### config.mk
export PLATFORM = sky130hd
export DESIGN_NAME = pulse_train_packet_detector
export DESIGN_NICKNAME = d
export VERILOG_FILES = /design/src/design/ptpd_pkg.sv /design/src/design/ptpd_cfg.sv /design/src/design/ptpd_core.sv /design/src/design/ptpd_out.sv /design/src/design/pulse_train_packet_detector.sv
export SDC_FILE = /design/constraint.sdc
export NUM_CORES = 1
export LEC_CHECK = 0
export ABC_AREA = 1
export BUFFER_PORTS_ARGS = -buffer_cell sky130_fd_sc_hd__buf_2
export CAP_MARGIN = 20
export CORE_ASPECT_RATIO = 1.25
export CORE_MARGIN = 1.5
export CORE_UTILIZATION = 55
export CTS_CLUSTER_SIZE = 20
export DETAILED_ROUTE_END_ITERATION = 8
export PLACE_DENSITY = 0.72
export SKIP_CTS_REPAIR_TIMING = 1
export SLEW_MARGIN = 20
export SYNTH_ARGS = -nofsm -noshare
export SYNTH_HDL_FRONTEND = slang
export SYNTH_SLANG_ARGS = --single-unit
### constraint.sdc
create_clock -name clk -period 9.7 [get_ports clk]
set_input_delay 0.485 -clock clk [delete_from_list [all_inputs] [get_ports clk]]
set_output_delay 0.485 -clock clk [all_outputs]
set_load 0.01 [all_outputs]
### src/design/ptpd_pkg.sv
// Shared types, constants and helper functions for the pulse train packet detector.
// No dependencies; every other design file imports this package.
`timescale 1ns / 1ps

package ptpd_pkg;

  // Field widths fixed by the item format.
  localparam int SAMPLE_W = 16;
  localparam int CNT_W    = 20;
  localparam int GLITCH_W = 10;
  localparam int CFG_W    = 20;
  localparam int CFG_IDX_W = 3;

  // Default depth of the sample index space.
  localparam int unsigned MAX_SAMPLES_DEF = 1048576;

  // Saturation value of the run and packet counters.
  localparam logic [CNT_W-1:0] CNT_MAX = {CNT_W{1'b1}};

  // Configuration register indexes.
  localparam logic [CFG_IDX_W-1:0] REG_HIGH_HOLD  = 3'd0;
  localparam logic [CFG_IDX_W-1:0] REG_LOW_EXIT   = 3'd1;
  localparam logic [CFG_IDX_W-1:0] REG_GLITCH_LEN = 3'd2;
  localparam logic [CFG_IDX_W-1:0] REG_EMPTY_LEN  = 3'd3;
  localparam logic [CFG_IDX_W-1:0] REG_MIN_PKT    = 3'd4;

  // Configuration reset values.
  localparam logic [SAMPLE_W-1:0] HIGH_HOLD_RST  = 16'd1000;
  localparam logic [SAMPLE_W-1:0] LOW_EXIT_RST   = 16'd2000;
  localparam logic [GLITCH_W-1:0] GLITCH_LEN_RST = 10'd8;
  localparam logic [CNT_W-1:0]    EMPTY_LEN_RST  = 20'd4000;
  localparam logic [CNT_W-1:0]    MIN_PKT_RST    = 20'd16000;

  // Signal level codes.
  typedef enum logic [1:0] {
    LVL_IDLE = 2'd0,
    LVL_LOW  = 2'd1,
    LVL_HIGH = 2'd2
  } level_t;

  // Current configuration, as seen by the detector core.
  typedef struct packed {
    logic [SAMPLE_W-1:0] high_hold_threshold;
    logic [SAMPLE_W-1:0] low_exit_threshold;
    logic [GLITCH_W-1:0] glitch_length;
    logic [CNT_W-1:0]    empty_length;
    logic [CNT_W-1:0]    min_packet_length;
  } cfg_t;

  // One result item.
  typedef struct packed {
    logic             packet_found;
    logic [CNT_W-1:0] packet_start;
    logic [1:0]       level;
  } result_t;

  // Increment that stops at cap.
  function automatic logic [CNT_W-1:0] sat_inc(input logic [CNT_W-1:0] v,
                                               input logic [CNT_W-1:0] cap);
    logic [CNT_W-1:0] r;
    if (v >= cap) begin
      r = cap;
    end else begin
      r = v + 1'b1;
    end
    return r;
  endfunction

endpackage

### src/design/ptpd_cfg.sv
// Configuration register file of the pulse train packet detector.
// Depends on ptpd_pkg for widths, register indexes and reset values.
`timescale 1ns / 1ps

module ptpd_cfg (
  input  logic                          clk,
  input  logic                          rst_n,
  input  logic                          cfg_wr_en,
  input  logic [ptpd_pkg::CFG_IDX_W-1:0] cfg_index,
  input  logic [ptpd_pkg::CFG_W-1:0]     cfg_wdata,
  output ptpd_pkg::cfg_t                cfg
);
  import ptpd_pkg::*;

  cfg_t cfg_r;
  cfg_t cfg_nxt;

  // Decode the write; an index beyond the list leaves everything unchanged.
  always_comb begin
    cfg_nxt = cfg_r;
    if (cfg_wr_en) begin
      case (cfg_index)
        REG_HIGH_HOLD:  cfg_nxt.high_hold_threshold = cfg_wdata[SAMPLE_W-1:0];
        REG_LOW_EXIT:   cfg_nxt.low_exit_threshold  = cfg_wdata[SAMPLE_W-1:0];
        REG_GLITCH_LEN: cfg_nxt.glitch_length       = cfg_wdata[GLITCH_W-1:0];
        REG_EMPTY_LEN:  cfg_nxt.empty_length        = cfg_wdata[CNT_W-1:0];
        REG_MIN_PKT:    cfg_nxt.min_packet_length   = cfg_wdata[CNT_W-1:0];
        default:        cfg_nxt = cfg_r;
      endcase
    end
  end

  // Register storage with reset defaults.
  always_ff @(posedge clk) begin
    if (!rst_n) begin
      cfg_r.high_hold_threshold <= HIGH_HOLD_RST;
      cfg_r.low_exit_threshold  <= LOW_EXIT_RST;
      cfg_r.glitch_length       <= GLITCH_LEN_RST;
      cfg_r.empty_length        <= EMPTY_LEN_RST;
      cfg_r.min_packet_length   <= MIN_PKT_RST;
    end else begin
      cfg_r <= cfg_nxt;
    end
  end

  assign cfg = cfg_r;

endmodule

### src/design/ptpd_core.sv
// Level tracker and packet state of the pulse train packet detector.
// Depends on ptpd_pkg for the level codes, the config and result types and sat_inc.
`timescale 1ns / 1ps

module ptpd_core #(
  parameter int unsigned MAX_SAMPLES = ptpd_pkg::MAX_SAMPLES_DEF
) (
  input  logic                          clk,
  input  logic                          rst_n,
  input  logic                          accept,
  input  logic [ptpd_pkg::SAMPLE_W-1:0] sample,
  input  logic                          last_sample,
  input  ptpd_pkg::cfg_t                cfg,
  output ptpd_pkg::result_t             result
);
  import ptpd_pkg::*;

  // Highest sample index: the smaller of MAX_SAMPLES-1 and the counter limit.
  localparam int unsigned IDX_CAP_INT =
    (MAX_SAMPLES - 1 > (2 ** CNT_W) - 1) ? (2 ** CNT_W) - 1 : MAX_SAMPLES - 1;
  localparam logic [CNT_W-1:0] IDX_CAP = CNT_W'(IDX_CAP_INT);

  level_t           level_r,      level_nxt;
  logic [CNT_W-1:0] run_length_r, run_length_nxt;
  logic [CNT_W-1:0] wrong_run_r,  wrong_run_nxt;
  logic [CNT_W-1:0] pkt_count_r,  pkt_count_nxt;
  logic [CNT_W-1:0] start_idx_r,  start_idx_nxt;
  logic [CNT_W-1:0] sample_idx_r, sample_idx_nxt;

  logic [CNT_W-1:0] run_inc;
  logic [CNT_W-1:0] wrong_inc;
  logic [CNT_W-1:0] pkt_inc;
  logic [CNT_W-1:0] glitch_ext;
  logic             found;
  logic [CNT_W-1:0] found_start;

  // Level update for one sample, then the end-of-buffer clear.
  always_comb begin
    run_inc    = sat_inc(run_length_r, CNT_MAX);
    wrong_inc  = sat_inc(wrong_run_r, CNT_MAX);
    pkt_inc    = sat_inc(pkt_count_r, CNT_MAX);
    glitch_ext = {{(CNT_W - GLITCH_W){1'b0}}, cfg.glitch_length};

    level_nxt      = level_r;
    run_length_nxt = run_length_r;
    wrong_run_nxt  = wrong_run_r;
    pkt_count_nxt  = pkt_inc;
    start_idx_nxt  = start_idx_r;
    found          = 1'b0;
    found_start    = '0;

    if (level_r == LVL_HIGH) begin
      if (sample > cfg.high_hold_threshold) begin
        wrong_run_nxt = '0;
        // First confirmed high sample marks where the packet began.
        if (start_idx_r == '0) begin
          start_idx_nxt = (sample_idx_r >= run_length_r) ?
                          (sample_idx_r - run_length_r) : '0;
        end
        run_length_nxt = run_inc;
      end else begin
        wrong_run_nxt = wrong_inc;
        if (wrong_inc > glitch_ext) begin
          run_length_nxt = wrong_inc;
          wrong_run_nxt  = '0;
          level_nxt      = LVL_LOW;
        end
      end
    end else begin
      if (!(sample > cfg.low_exit_threshold)) begin
        // A long enough quiet run closes the packet.
        if (run_length_r > cfg.empty_length) begin
          if ((pkt_inc >= cfg.min_packet_length) && (start_idx_r != '0)) begin
            found       = 1'b1;
            found_start = start_idx_r;
          end
          pkt_count_nxt = '0;
          start_idx_nxt = '0;
          level_nxt     = LVL_IDLE;
        end
        run_length_nxt = run_inc;
        wrong_run_nxt  = '0;
      end else begin
        wrong_run_nxt = wrong_inc;
        if (wrong_inc > glitch_ext) begin
          run_length_nxt = wrong_inc;
          wrong_run_nxt  = '0;
          level_nxt      = LVL_HIGH;
        end
      end
    end

    sample_idx_nxt = sat_inc(sample_idx_r, IDX_CAP);

    result.packet_found = found;
    result.packet_start = found_start;
    result.level        = level_nxt;

    // The last item of a buffer returns all state to its reset values.
    if (last_sample) begin
      level_nxt      = LVL_IDLE;
      run_length_nxt = '0;
      wrong_run_nxt  = '0;
      pkt_count_nxt  = '0;
      start_idx_nxt  = '0;
      sample_idx_nxt = '0;
    end
  end

  // State registers advance once per accepted item.
  always_ff @(posedge clk) begin
    if (!rst_n) begin
      level_r      <= LVL_IDLE;
      run_length_r <= '0;
      wrong_run_r  <= '0;
      pkt_count_r  <= '0;
      start_idx_r  <= '0;
      sample_idx_r <= '0;
    end else if (accept) begin
      level_r      <= level_nxt;
      run_length_r <= run_length_nxt;
      wrong_run_r  <= wrong_run_nxt;
      pkt_count_r  <= pkt_count_nxt;
      start_idx_r  <= start_idx_nxt;
      sample_idx_r <= sample_idx_nxt;
    end
  end

endmodule

### src/design/ptpd_out.sv
// Two-entry result stage: an output register and a skid register behind it.
// Depends on ptpd_pkg for the result type.
`timescale 1ns / 1ps

module ptpd_out (
  input  logic              clk,
  input  logic              rst_n,
  input  logic              push,
  input  ptpd_pkg::result_t push_data,
  output logic              full,
  output logic              out_valid,
  input  logic              out_stall,
  output ptpd_pkg::result_t out_data
);
  import ptpd_pkg::*;

  logic    main_valid_r, main_valid_nxt;
  logic    skid_valid_r, skid_valid_nxt;
  result_t main_data_r,  main_data_nxt;
  result_t skid_data_r,  skid_data_nxt;
  logic    take;
  logic    main_free;

  // Fill the output register first, park an item in the skid when it is held.
  always_comb begin
    take           = main_valid_r && !out_stall;
    main_free      = !main_valid_r || take;
    main_valid_nxt = main_valid_r;
    main_data_nxt  = main_data_r;
    skid_valid_nxt = skid_valid_r;
    skid_data_nxt  = skid_data_r;
    if (main_free) begin
      if (skid_valid_r) begin
        main_valid_nxt = 1'b1;
        main_data_nxt  = skid_data_r;
        skid_valid_nxt = 1'b0;
      end else begin
        main_valid_nxt = push;
        main_data_nxt  = push_data;
      end
    end else if (push) begin
      skid_valid_nxt = 1'b1;
      skid_data_nxt  = push_data;
    end
  end

  // Valid flags are reset; payload registers load freely.
  always_ff @(posedge clk) begin
    if (!rst_n) begin
      main_valid_r <= 1'b0;
      skid_valid_r <= 1'b0;
    end else begin
      main_valid_r <= main_valid_nxt;
      skid_valid_r <= skid_valid_nxt;
    end
  end

  always_ff @(posedge clk) begin
    main_data_r <= main_data_nxt;
    skid_data_r <= skid_data_nxt;
  end

  assign full      = skid_valid_r;
  assign out_valid = main_valid_r;
  assign out_data  = main_data_r;

endmodule

### src/design/pulse_train_packet_detector.sv
// Top level of the pulse train packet detector.
// Depends on ptpd_pkg, ptpd_cfg, ptpd_core and ptpd_out.
`timescale 1ns / 1ps

// The detector takes one sample item per clock cycle while in_stall is low and
// returns exactly one result item for each, through the output register or, when
// that is held, the skid register first. The level and packet state update is a
// single pass of compares and saturating counters between the state registers
// and the output register, so one item per cycle is sustained while out_stall is
// low. Results leave through an output register backed by a skid register;
// in_stall rises only when both hold an item that out_stall keeps waiting.
// Configuration is written through cfg_wr_en, cfg_index and cfg_wdata and takes
// effect on the next item; write it only while no item is in flight.

module pulse_train_packet_detector #(
  parameter int unsigned MAX_SAMPLES = ptpd_pkg::MAX_SAMPLES_DEF
) (
  input  logic                           clk,
  input  logic                           rst_n,
  input  logic                           cfg_wr_en,
  input  logic [ptpd_pkg::CFG_IDX_W-1:0] cfg_index,
  input  logic [ptpd_pkg::CFG_W-1:0]     cfg_wdata,
  input  logic                           in_valid,
  output logic                           in_stall,
  input  logic [ptpd_pkg::SAMPLE_W-1:0]  in_sample,
  input  logic                           in_last_sample,
  output logic                           out_valid,
  input  logic                           out_stall,
  output logic                           out_packet_found,
  output logic [ptpd_pkg::CNT_W-1:0]     out_packet_start,
  output logic [1:0]                     out_level
);
  import ptpd_pkg::*;

  cfg_t    cfg;
  result_t result;
  result_t out_data;
  logic    accept;
  logic    full;

  // An item is taken whenever the skid register is free.
  assign in_stall = full;
  assign accept   = in_valid && !full;

  ptpd_cfg u_cfg (
    .clk       (clk),
    .rst_n     (rst_n),
    .cfg_wr_en (cfg_wr_en),
    .cfg_index (cfg_index),
    .cfg_wdata (cfg_wdata),
    .cfg       (cfg)
  );

  ptpd_core #(
    .MAX_SAMPLES (MAX_SAMPLES)
  ) u_core (
    .clk         (clk),
    .rst_n       (rst_n),
    .accept      (accept),
    .sample      (in_sample),
    .last_sample (in_last_sample),
    .cfg         (cfg),
    .result      (result)
  );

  ptpd_out u_out (
    .clk       (clk),
    .rst_n     (rst_n),
    .push      (accept),
    .push_data (result),
    .full      (full),
    .out_valid (out_valid),
    .out_stall (out_stall),
    .out_data  (out_data)
  );

  assign out_packet_found = out_data.packet_found;
  assign out_packet_start = out_data.packet_start;
  assign out_level        = out_data.level;

endmodule

======== After elaboration in Yosys (flattened, before gate mapping) ========
Cells that the tools add are included.
storage, ports and cells
  bits in registers ....................... 232
  output and inout bits ................... 25
operators by class
  add/subtract/negate cells ............... 5
  $lt $le $gt $ge ......................... 10
  equality and inequality tests ........... 8
  multiplexer cells ....................... 43
  bitwise logic cells ..................... 2
  reduce and logical (&&, ||, !) cells .... 19
operator list
  cell                                                   number
  2-to-1 mux 20 bit                                      30
  adder 20 x 1 -> 20 bit, second input constant          4
  >= comparator 20 bit, second input constant            4
  >= comparator 20 bit                                   2
  > comparator 16 bit                                    2
  2-to-1 mux 23 bit                                      1
  > comparator 20 x 10 -> 1 bit                          1
  > comparator 20 bit                                    1
  logical NOT 20 bit                                     1
  nonzero test 20 bit                                    1
  subtractor 20 bit                                      1
  2-to-1 mux 2 bit                                       7
  AND reduction 2 bit                                    6
  equality test 3 x 2 -> 1 bit, second input constant    2
  inequality test 3 bit, second input constant           2
  2-to-1 mux 1 bit                                       5
  AND reduction 5 bit                                    1
  equality test 3 x 1 -> 1 bit, second input constant    1
  equality test 3 bit, second input constant             1
  logical AND 1 bit                                      3
  logical NOT 1 bit                                      3
  logical NOT 3 bit                                      1
  inequality test 3 x 2 -> 1 bit, second input constant  1
  nonzero test 3 bit                                     1
  4 further kinds                                        5

======== Longest topological paths before layout ========
Gate-level depths: netlist of run 1.
  depth after elaboration ................. 9
  gate-level depth with buffers ........... 25
  mapped depth without buffers ............ 25

======== Hierarchy ========
Synthesis of run 1 repeated with hierarchy kept, for this count alone.
second synthesis, totals
  cells, all modules ...................... 2074
  area, all modules ....................... 14436.3 um^2
modules (own cells, without submodules)
  module                       times used  cells an instance  area each (um^2)  seq. area each (um^2)
  ptpd_core                    1           1486               9422.8            2042.0
  ptpd_cfg                     1           456                3223.1            1641.6
  ptpd_out                     1           130                1780.5            1421.4
  pulse_train_packet_detector  1           2                  10.0              0.0

======== Least setup slack after synthesis of run 1 ========
No wires, ideal clock.
  path type ............................... reg2reg
  start point ............................. register u_core.pkt_count_r[0]
  end point ............................... register u_out.main_data_r (netlist bit u_out.out_data[10]) (data pin)
  setup time .............................. 253 ps
  arrival time ............................ 3080 ps
  required time ........................... 9447 ps
  setup slack ............................. 6367 ps
  cell stages (with the launch flop) ...... 22
  buffers on the path ..................... 2
  period minus slack after synthesis ...... 3333 ps
  path through ............................ dfxtp_1 > ha_1 > nand2_1 > nor3_2 > nand4_1 > inv_1 > nand2_1 > nor2_1 > nand3_2 > buf_2 > nand2_1 > ha_1 > a21o_1 > o21ai_0 > o211ai_1 > nand2_1 > nand4_1 > nand3_1 > clkbuf_1 > nor2_1 > nand2_1 > nand2_1
RTL lines
  what                    RTL line          text
  from (decl)             ptpd_core.sv:26   logic [CNT_W-1:0] pkt_count_r, pkt_count_nxt;
  from (signal assigned)  ptpd_core.sv:123  pkt_count_r <= pkt_count_nxt;
  to (signal assigned)    ptpd_out.sv:59    main_data_r <= main_data_nxt;
  to (decl)               ptpd_out.sv:19    result_t main_data_r, main_data_nxt;

==> results of run 1 <==
==> worst min-delay path: stages <==
cell	delay, ps
buf_2	120
nand2_1	70
o211ai_1	70
==> per-stage QoR <==
stage / area [um2] / cells / worst slack [ps] / utilization [%]
2_1_floorplan: 13800 / 1916 / 6370 / -
3_3_place_gp: 14400 / 2250 / 5520 / 58.4
3_5_place_dp: 14400 / 2250 / 5350 / 58.4
4_1_cts: 15200 / 2296 / 5340 / 61.7
5_1_grt: 15200 / 2296 / 4860 / 61.7
6_report: 15200 / 2296 / 5320 / 61.7
==> layout by cell type, fill, tap and decap left out, drive strengths merged, types with 6 or more instances in the layout <==
cell type | Yosys | routed
inv | 231 | 232
ha | 106 | 106
buf | 15 | 77
a21oi | 210 | 210
nor3 | 35 | 35
clkinv | 1 | 9
or2 | 11 | 11
xor2 | 38 | 38
nand3 | 128 | 128
dfxtp | 186 | 186
nand4 | 50 | 50
nand3b | 6 | 6
nor2 | 139 | 139
nor4 | 10 | 10
clkbuf | 58 | 34
nand2 | 462 | 462
o211ai | 22 | 22
xnor2 | 15 | 15
edfxtp | 46 | 46
o21ai | 128 | 128
==> sequential cells by signal (all words and copies together) (netlist names) <==
signal / count
u_cfg.cfg: 82
u_core.level_r: 2
u_core.pkt_count_r: 20
u_core.run_length_r: 20
u_core.sample_idx_r: 20
u_core.start_idx_r: 20
u_core.wrong_run_r: 20
u_out.full: 1
u_out.out_data: 23
u_out.out_valid: 1
u_out.skid_data_r: 23
==> how the worst min path moves through the flow <==
stage                          startpoint                          to
2_1_floorplan  u_cfg.cfg[51]$_SDFFE_PN0P_  u_cfg.cfg[51]$_SDFFE_PN0P_
3_3_place_gp   u_cfg.cfg[53]$_SDFFE_PN0P_  u_cfg.cfg[53]$_SDFFE_PN0P_
3_5_place_dp   u_cfg.cfg[67]$_SDFFE_PN0P_  u_cfg.cfg[67]$_SDFFE_PN0P_
4_1_cts                     cfg_wdata[13]  u_cfg.cfg[13]$_SDFFE_PN1P_
5_1_grt                     cfg_wdata[12]  u_cfg.cfg[12]$_SDFFE_PN1P_
6_report                    cfg_wdata[12]  u_cfg.cfg[12]$_SDFFE_PN1P_
==> where the power goes <==
group | leakage [uW] | switching, uW | internal [uW]
Combinational | 0.00409 | 172 | 81.7
Sequential | 0.00200 | 14.5 | 1000
Clock | 0.000397 | 400 | 540
==> routing by layer <==
layer / GRT usage [%] / wire length, um
met1: 33.0 / 14900
met2: 46.2 / 16700
met3: 3.08 / 1530
met4: 11.1 / 1370
met5: 0 / 0
==> cell families after synthesis <==
| family | synth area share [%] |
|---|---|
| adder cells (fa/ha/maj) | 9.73 |
| flip-flops | 36.9 |
| AO/OA/AOI/OAI | 14.4 |
| AND/OR/NAND/NOR | 27.1 |
| buffers and inverters | 8.51 |
| XOR/XNOR | 3.36 |
==> cell type report <==
cell class	instances	area (um2)	area share, %
multi-input combinational	1379	7570	49.9
sequential	232	5100	33.6
inverter	232	872	5.75
clock buffer	34	709	4.67
tap	330	413	2.72
timing repair buffer	77	408	2.69
clock inverter	12	97.6	0.643
==> results.ini, run 1 <==
[floorplan]
initial_core_util_pct = 56.3
die_h_um = 180
core_mm2 = 0.0246
die_width_um = 145
rows = 64
dieArea_mm2 = 0.0261
io_pins = 70

[routing]
routedWlPerCell_um = 15.0
drt_iter0_markers = 734
vias = 12546
first_pass_iters = 5
vias_per_cell = 5.46
wl_um = 34500
drc_errors = 0
ant_nets = 0

[critical_path]
start_kind = flop
crit_buf_inv = 1
cpLargestDelayFamily = simple AND/OR/NAND/NOR gates
timing.rr.end = u_out.out_data[4]$_DFFE_PP_
cp-endpoint = u_out.out_data[4]$_DFFE_PP_
critPathMostFrequentCell = nand2_1
crit_path_start = u_core.pkt_count_r[0]$_SDFFE_PN0P_
critical_path_arrival_ps = 4670
worst_setup_path_end_kind = flop
crit_cells = 19
cpMaxStageDelayCell = nand3_1
cp_max_fo = 22
crit_chain = ha_1, nand2_1, nor3_2, nand4_1, inv_1, nand2_1, nor2_1, nand3_2, a21boi_0, o21ai_1, ha_1, a21oi_1, o21ai_0, a21oi_1, nand4_1, nand3_1, nor2_1, nand2_1, nand2_1
r2r_cells = 19
crit_required_ps = 9990
rr_startpoint = u_core.pkt_count_r[0]$_SDFFE_PN0P_
slowest_delay_ps = 700
critical_path_class = reg -> reg
rrSetupSlack_ps = 5320

[timing]
whs_ps = 242
drv_slew = 0
min_period_ps = 4380
fin_crit_sh_pct = 45.1
timing.setup.tns_ps = 0
max_slew_margin_pct = 26.3
rsz0062_at_grt = false
hold_viol = 0
finClkSkew_ps = 22.7
max_freq_ghz = 0.229
setup_viol = 0
tightestPinTransition_ps = 1110

[global_route]
grt_overflow = 0
antenna_found_initial = 0
grt_max_degree = 101
grt_pass1_wl_um = 56700
grt_pass1_vias = 11920
grt_usage_pct = 26.6

[yosys]
postSynthAreaPerCell_um2 = 7.22
postSynth.asyncResetShare_pct = 0
synth_area_leaders = dfxtp_1, nand2_1, edfxtp_1, ha_1, a21oi_1
ys_ff_latch = 232
yosysTopAreaCell = dfxtp_1
synth_edf_count = 46
synth_cell_types = 46
syn_area_mm2 = 0.0138
seq_area_frac_synth_pct = 36.9
synth_nets = 2068
synth_commonest_cells = nand2_1, inv_1, a21oi_1, dfxtp_1, nor2_1
yosysMostFrequentCell = nand2_1
ys.flop_type = dfxtp_1
syn_inst = 1916
yosys_warnings = 0
synthDominantCellAreaShare_pct = 26.9

[job]
drv_cap = 0

[clocking]
cts_made_buffers = 25
htree_levels = 1
cts_root_buf = clkbuf_16
clock_path_buffers = 3
cts_tree = yes
clk_latency_ps = 540
clock_sinks = 232
clkTransAtPathRegs_ps = 60

[power]
ir_worst_vdd_mv = 0.160
p_per_area_mw_per_mm2 = 146
p_leak_uw = 0.00649
power_uw = 2210

[min_path]
min_path_type = in -> reg
worstHoldPathCells = 3

[cells_and_area]
fin_nets = 2099
fillers = 2283
diodes = 0
layout-drive-gt1-share_pct = 9.26
areaGrowthSynthToFinish_pct = 9.71

[place]
io_buffers = 69
dp_hpwl_um = 25000
gp_congestion = 0.882

[run_status]
status = completed

Power figures use the tool's default switching activity.
==> run 2: changes to the inputs <==
- clock period: 9.7 -> 4.29 ns (I/O delays scaled with it)
==> run 2 against run 1 <==
  * Total power rose by 130%
  * Maximum frequency rose by 14%
  * Critical path type unchanged
  * Sequential power up 130%
  * Flip-flop and latch count unchanged
  * Largest power group unchanged
  * Largest cell class unchanged
  * The flow now finishes with violations (hold timing)
==> results.ini, run 2 (synthesis gave the netlist of run 1 again) <==
[cells_and_area]
fin_nets = 2115
final_cell_mix = nand2_1, inv_1, a21oi_1, dfxtp_1, nand3_1
diodes = 0
layout-drive-gt1-share_pct = 9.84
areaGrowthSynthToFinish_pct = 10.9
largest_reg_flops = 82
final_common_cell = nand2_1
final_core_util_pct = 62.4
finalNonFillerCells = 2312

[timing]
drv_slew = 0
max_slew_margin_pct = 42.3
min_period_ps = 3830
whs_ps = -2.11
timing.setup.tns_ps = 0
tightestPinTransition_ps = 862
hold_viol = 1
setup_viol = 0
setup_ws_ps = 460
rsz0062_at_grt = false
finClkSkew_ps = 9.04
max_freq_ghz = 0.261
fin_crit_sh_pct = 89.3

[critical_path]
worst_setup_path_end_kind = flop
cpMaxStageDelayCell = dfxtp_1
crit_chain = ha_1, nand2_1, nor3_2, nand4_1, inv_1, nand2_1, nor2_2, nand3_4, a21boi_0, o21ai_1, ha_1, a21oi_1, o21ai_0, a21oi_1, nand4_1, nand3_1, buf_4, nor2_1, nand2_1, nand2_1
slowest_delay_ps = 370
cp_max_fo = 22
critical_path_class = reg -> reg
crit_required_ps = 4570
critical_path_arrival_ps = 4110
start_kind = flop
critPathMostFrequentCell = nand2_1

[power]
clkPwrFrac_pct = 43.7
p_leak_uw = 0.00658
netSwitchingFraction_pct = 25.6
switchingPower_uw = 1310
ir_worst_vdd_mv = 0.513
p_int_uw = 3820
p_per_area_mw_per_mm2 = 334
power_uw = 5130
pwr-share-comb_pct = 11.4
seqPwrFrac_pct = 44.9

[routing]
drc_errors = 0
routedWlPerCell_um = 15.1
first_pass_iters = 5
vias_per_cell = 5.45
ant_nets = 0
drt_iter0_markers = 602
wl_um = 34900
vias = 12603

[place]
io_buffers = 69
gp_congestion = 0.926
dp_hpwl_um = 25400
post-place-ws_ps = 374
dp.cells = 2261

[global_route]
grt_pass1_wl_um = 57500
grt_overflow = 0
antenna_found_initial = 0
grt_pass1_vias = 11863
grt_max_degree = 78
grt_usage_pct = 27.0

[min_path]
min_path_type = in -> reg

[floorplan]
die_width_um = 145
io_pins = 70
core_mm2 = 0.0246
initial_core_util_pct = 56.3
die_h_um = 180
dieArea_mm2 = 0.0261
rows = 64

[clocking]
cts_made_buffers = 25
clock_sinks = 232
cts_tree = yes
cts_root_buf = clkbuf_16
clk_latency_ps = 530
htree_levels = 1
clkTransAtPathRegs_ps = 60
clock_path_buffers = 3

[job]
drv_cap = 0

[run_status]
violations = hold timing
status = finished with violations

run 2: routing by layer:
| metal | GRT usage [%] | vias to the layer above | wire (um) |
|---|---|---|---|
| li1 | - | 6463 | - |
| met1 | 33.5 | 5767 | 15000 |
| met2 | 48.1 | 288 | 17300 |
| met3 | 2.42 | 85 | 1360 |
| met4 | 9.74 | 0 | 1310 |
| met5 | 0 | - | 0 |
run 2: layout make-up:
type	instances	area, um2
clock inverters	13	176
fillers	2332	9240
multi-input cells	1379	7570
repair buffers	93	528
clock buffers	33	676
inverters	232	872
flip-flops and latches	232	5100
well taps	330	413
run 2: path summary, 6_finish.rpt:
path / start / to / slack, ps / depth (start not counted)
hold reg to reg: u_cfg.cfg[61]$_SDFFE_PN0P_ / u_cfg.cfg[61]$_SDFFE_PN0P_ / 460 / 2
setup reg to reg: u_core.pkt_count_r[0]$_SDFFE_PN0P_ / u_out.out_data[14]$_DFFE_PP_ / 460 / 20
setup / recovery: u_core.pkt_count_r[0]$_SDFFE_PN0P_ / u_out.out_data[14]$_DFFE_PP_ / 460 / 20
hold / removal: in_valid / u_out.full$_SDFFE_PP0P_ / -2 / 3
run 2: worst max-delay path: cells and delay by family (launching register included):
kind / cells / cell delay [ps]
AOI/OAI and AO/OA: 5 / 670
adders and majority gates: 2 / 470
buffers and inverters: 2 / 360
DFF: 1 / 370
and+or+nand+nor: 11 / 1690
run 2: through the flow:
stage | area [um2] | hold slack, ps
detailed placement | 14400 | 451
CTS | 15300 | -37.0
global route | 15300 | 8.80
finish | 15300 | -2.11
floorplan | 13800 | 341
global placement | 14400 | 445
run 2: power groups by stage:
stage | Clock [uW] | Combinational (uW) | Sequential [uW]
2_1_floorplan | 0 | 401 | 2350
3_3_place_gp | 0 | 567 | 2350
3_5_place_dp | 0 | 577 | 2350
4_1_cts | 2280 | 580 | 2300
5_1_grt | 2360 | 663 | 2310
6_report | 2240 | 583 | 2300
==> run 3: changes to the inputs <==
- BUFFER_PORTS_ARGS: -buffer_cell sky130_fd_sc_hd__buf_2 -> -buffer_cell sky130_fd_sc_hd__clkbuf_2
- CELL_PAD_IN_SITES_DETAIL_PLACEMENT: not set -> 1
- CELL_PAD_IN_SITES_GLOBAL_PLACEMENT: not set -> 1
- CORE_UTILIZATION: 55 -> 46
- PLACE_DENSITY: 0.72 -> 0.8
==> run 3 against run 2 <==
  * The run now ends clean
  * Clock power up 10%
  * Final cell count up 2.9%
  * Maximum frequency down 0.87%
  * Wire length increased by 20%
  * Non-clock buffer count fell by 3
  * Setup slack lost 34 ps
  * Count of clock-buffer cells in the layout increased by 1
==> results.ini, run 3 (synthesis gave the netlist of run 1 again) <==
[job]
drv_cap = 0

[min_path]
worstHoldPathCells = 3
min_path_type = in -> reg
min_from = cfg_wdata[10]
min_to = u_cfg.cfg[60]$_SDFFE_PN1P_

[timing]
setup_ws_ps = 427
max_freq_ghz = 0.259
tightestPinTransition_ps = 899
timing.setup.tns_ps = 0
min_period_ps = 3860
setup_viol = 0
max_slew_margin_pct = 39.8
fin_crit_sh_pct = 90.1
drv_slew = 0
finClkSkew_ps = 16.3
rsz0062_at_grt = false
hold_viol = 0

[critical_path]
worst_setup_path_end_kind = flop
r2r_cells = 20
crit_path_start = u_core.pkt_count_r[0]$_SDFFE_PN0P_
rrSetupSlack_ps = 430
crit_required_ps = 4570
rr_startpoint = u_core.pkt_count_r[0]$_SDFFE_PN0P_
start_kind = flop
critical_path_arrival_ps = 4140
timing.rr.end = u_out.out_data[8]$_DFFE_PP_
critical_path_class = reg -> reg
cp_max_fo = 22

[power]
p_per_area_mw_per_mm2 = 348
p_leak_uw = 0.00662
ir_worst_vdd_mv = 0.362

[cells_and_area]
final_cell_mix = nand2_1, inv_1, a21oi_1, dfxtp_1, nand3_1
fin_nets = 2114
areaGrowthSynthToFinish_pct = 12.1
layout-drive-gt1-share_pct = 9.99
final_core_util_pct = 52.7
final_common_cell = nand2_1
largest_reg_flops = 82

[routing]
drc_errors = 0
routedWlPerCell_um = 17.7
vias_per_cell = 5.48
ant_nets = 0
vias = 13031
drt_iter0_markers = 555
first_pass_iters = 5
wl_um = 42000

[floorplan]
rows = 70
io_pins = 70
die_width_um = 158
core_mm2 = 0.0294
dieArea_mm2 = 0.0311
die_h_um = 197
initial_core_util_pct = 47.0

[place]
io_buffers = 69
gp_congestion = 0.875
dp_hpwl_um = 31200
post-place-ws_ps = 232

[clocking]
clk_latency_ps = 540
htree_levels = 1
cts_tree = yes
cts_root_buf = clkbuf_16
cts_made_buffers = 27
clock_path_buffers = 3
clock_sinks = 232
clkTransAtPathRegs_ps = 60

[run_status]
status = completed

[global_route]
grt_max_degree = 77
grt_pass1_wl_um = 68500
grt_pass1_vias = 13583
grt_overflow = 0
antenna_found_initial = 2
grt_usage_pct = 27.5

## run 3: layer usage
layer  global-route usage [%]  vias up  share of wire, %
met4                     12.1        0               4.7
met2                     51.3      172                52
met3                     2.75       83               2.5
met5                        0        -                 0
li1                         -     6451                 -
met1                     31.1     6325                40
## run 3: where the power goes
| part | total (uW) | internal, uW | switching, uW | leakage (uW) |
|---|---|---|---|---|
| Combinational | 615 | 197 | 418 | 0.00415 |
| Sequential | 2310 | 2270 | 34.4 | 0.00200 |
| Clock | 2470 | 1530 | 939 | 0.000471 |
## run 3: metrics by stage
stage | std cells | hold slack (ps) | instance area (um2) | total power, uW
floorplan | 1916 | 341 | 13800 | 2750
global placement | 2328 | 445 | 14500 | 2940
detailed placement | 2328 | 454 | 14500 | 2960
CTS | 2377 | -25.9 | 15500 | 5430
global route | 2379 | 5.92 | 15500 | 5590
finish | 2379 | 4.34 | 15500 | 5390
## run 3: how the worst max path moves through the flow
| stage | end | slack, ps | cells past startpoint |
|---|---|---|---|
| 6_report | u_out.out_data[8]$_DFFE_PP_ | 430 | 20 |
| 5_1_grt | u_out.out_data[17]$_DFFE_PP_ | 10 | 21 |
| 4_1_cts | u_out.out_data[8]$_DFFE_PP_ | 200 | 20 |
| 3_3_place_gp | u_out.out_data[12]$_DFFE_PP_ | 430 | 20 |
| 3_5_place_dp | u_out.out_data[20]$_DFFE_PP_ | 230 | 20 |
| 2_1_floorplan | u_out.out_data[10]$_DFFE_PP_ | 960 | 21 |
## run 3: area by class of cell
type                    instances  area [um2]
inverters                     232         872
diodes                          1        2.50
flip-flops and latches        232        5100
fillers                      3839       13900
repair buffers                 90         518
clock buffers                  34         708
multi-input cells            1379        7570
clock inverters                15         236
well taps                     396         495
## run 3: worst max-delay path: stages (launching register included)
cell and delay, ps:
dfxtp_1 380, ha_1 190, nand2_1 100, nor3_2 260, nand4_1 170, inv_1 100
nand2_1 100, nor2_2 190, nand3_4 230, a21boi_0 210, o21ai_1 130, ha_1 290
a21oi_1 150, o21ai_0 100, a21oi_1 130, nand4_1 200, nand3_1 140, buf_4 270
nor2_1 110, nand2_1 80, nand2_1 80
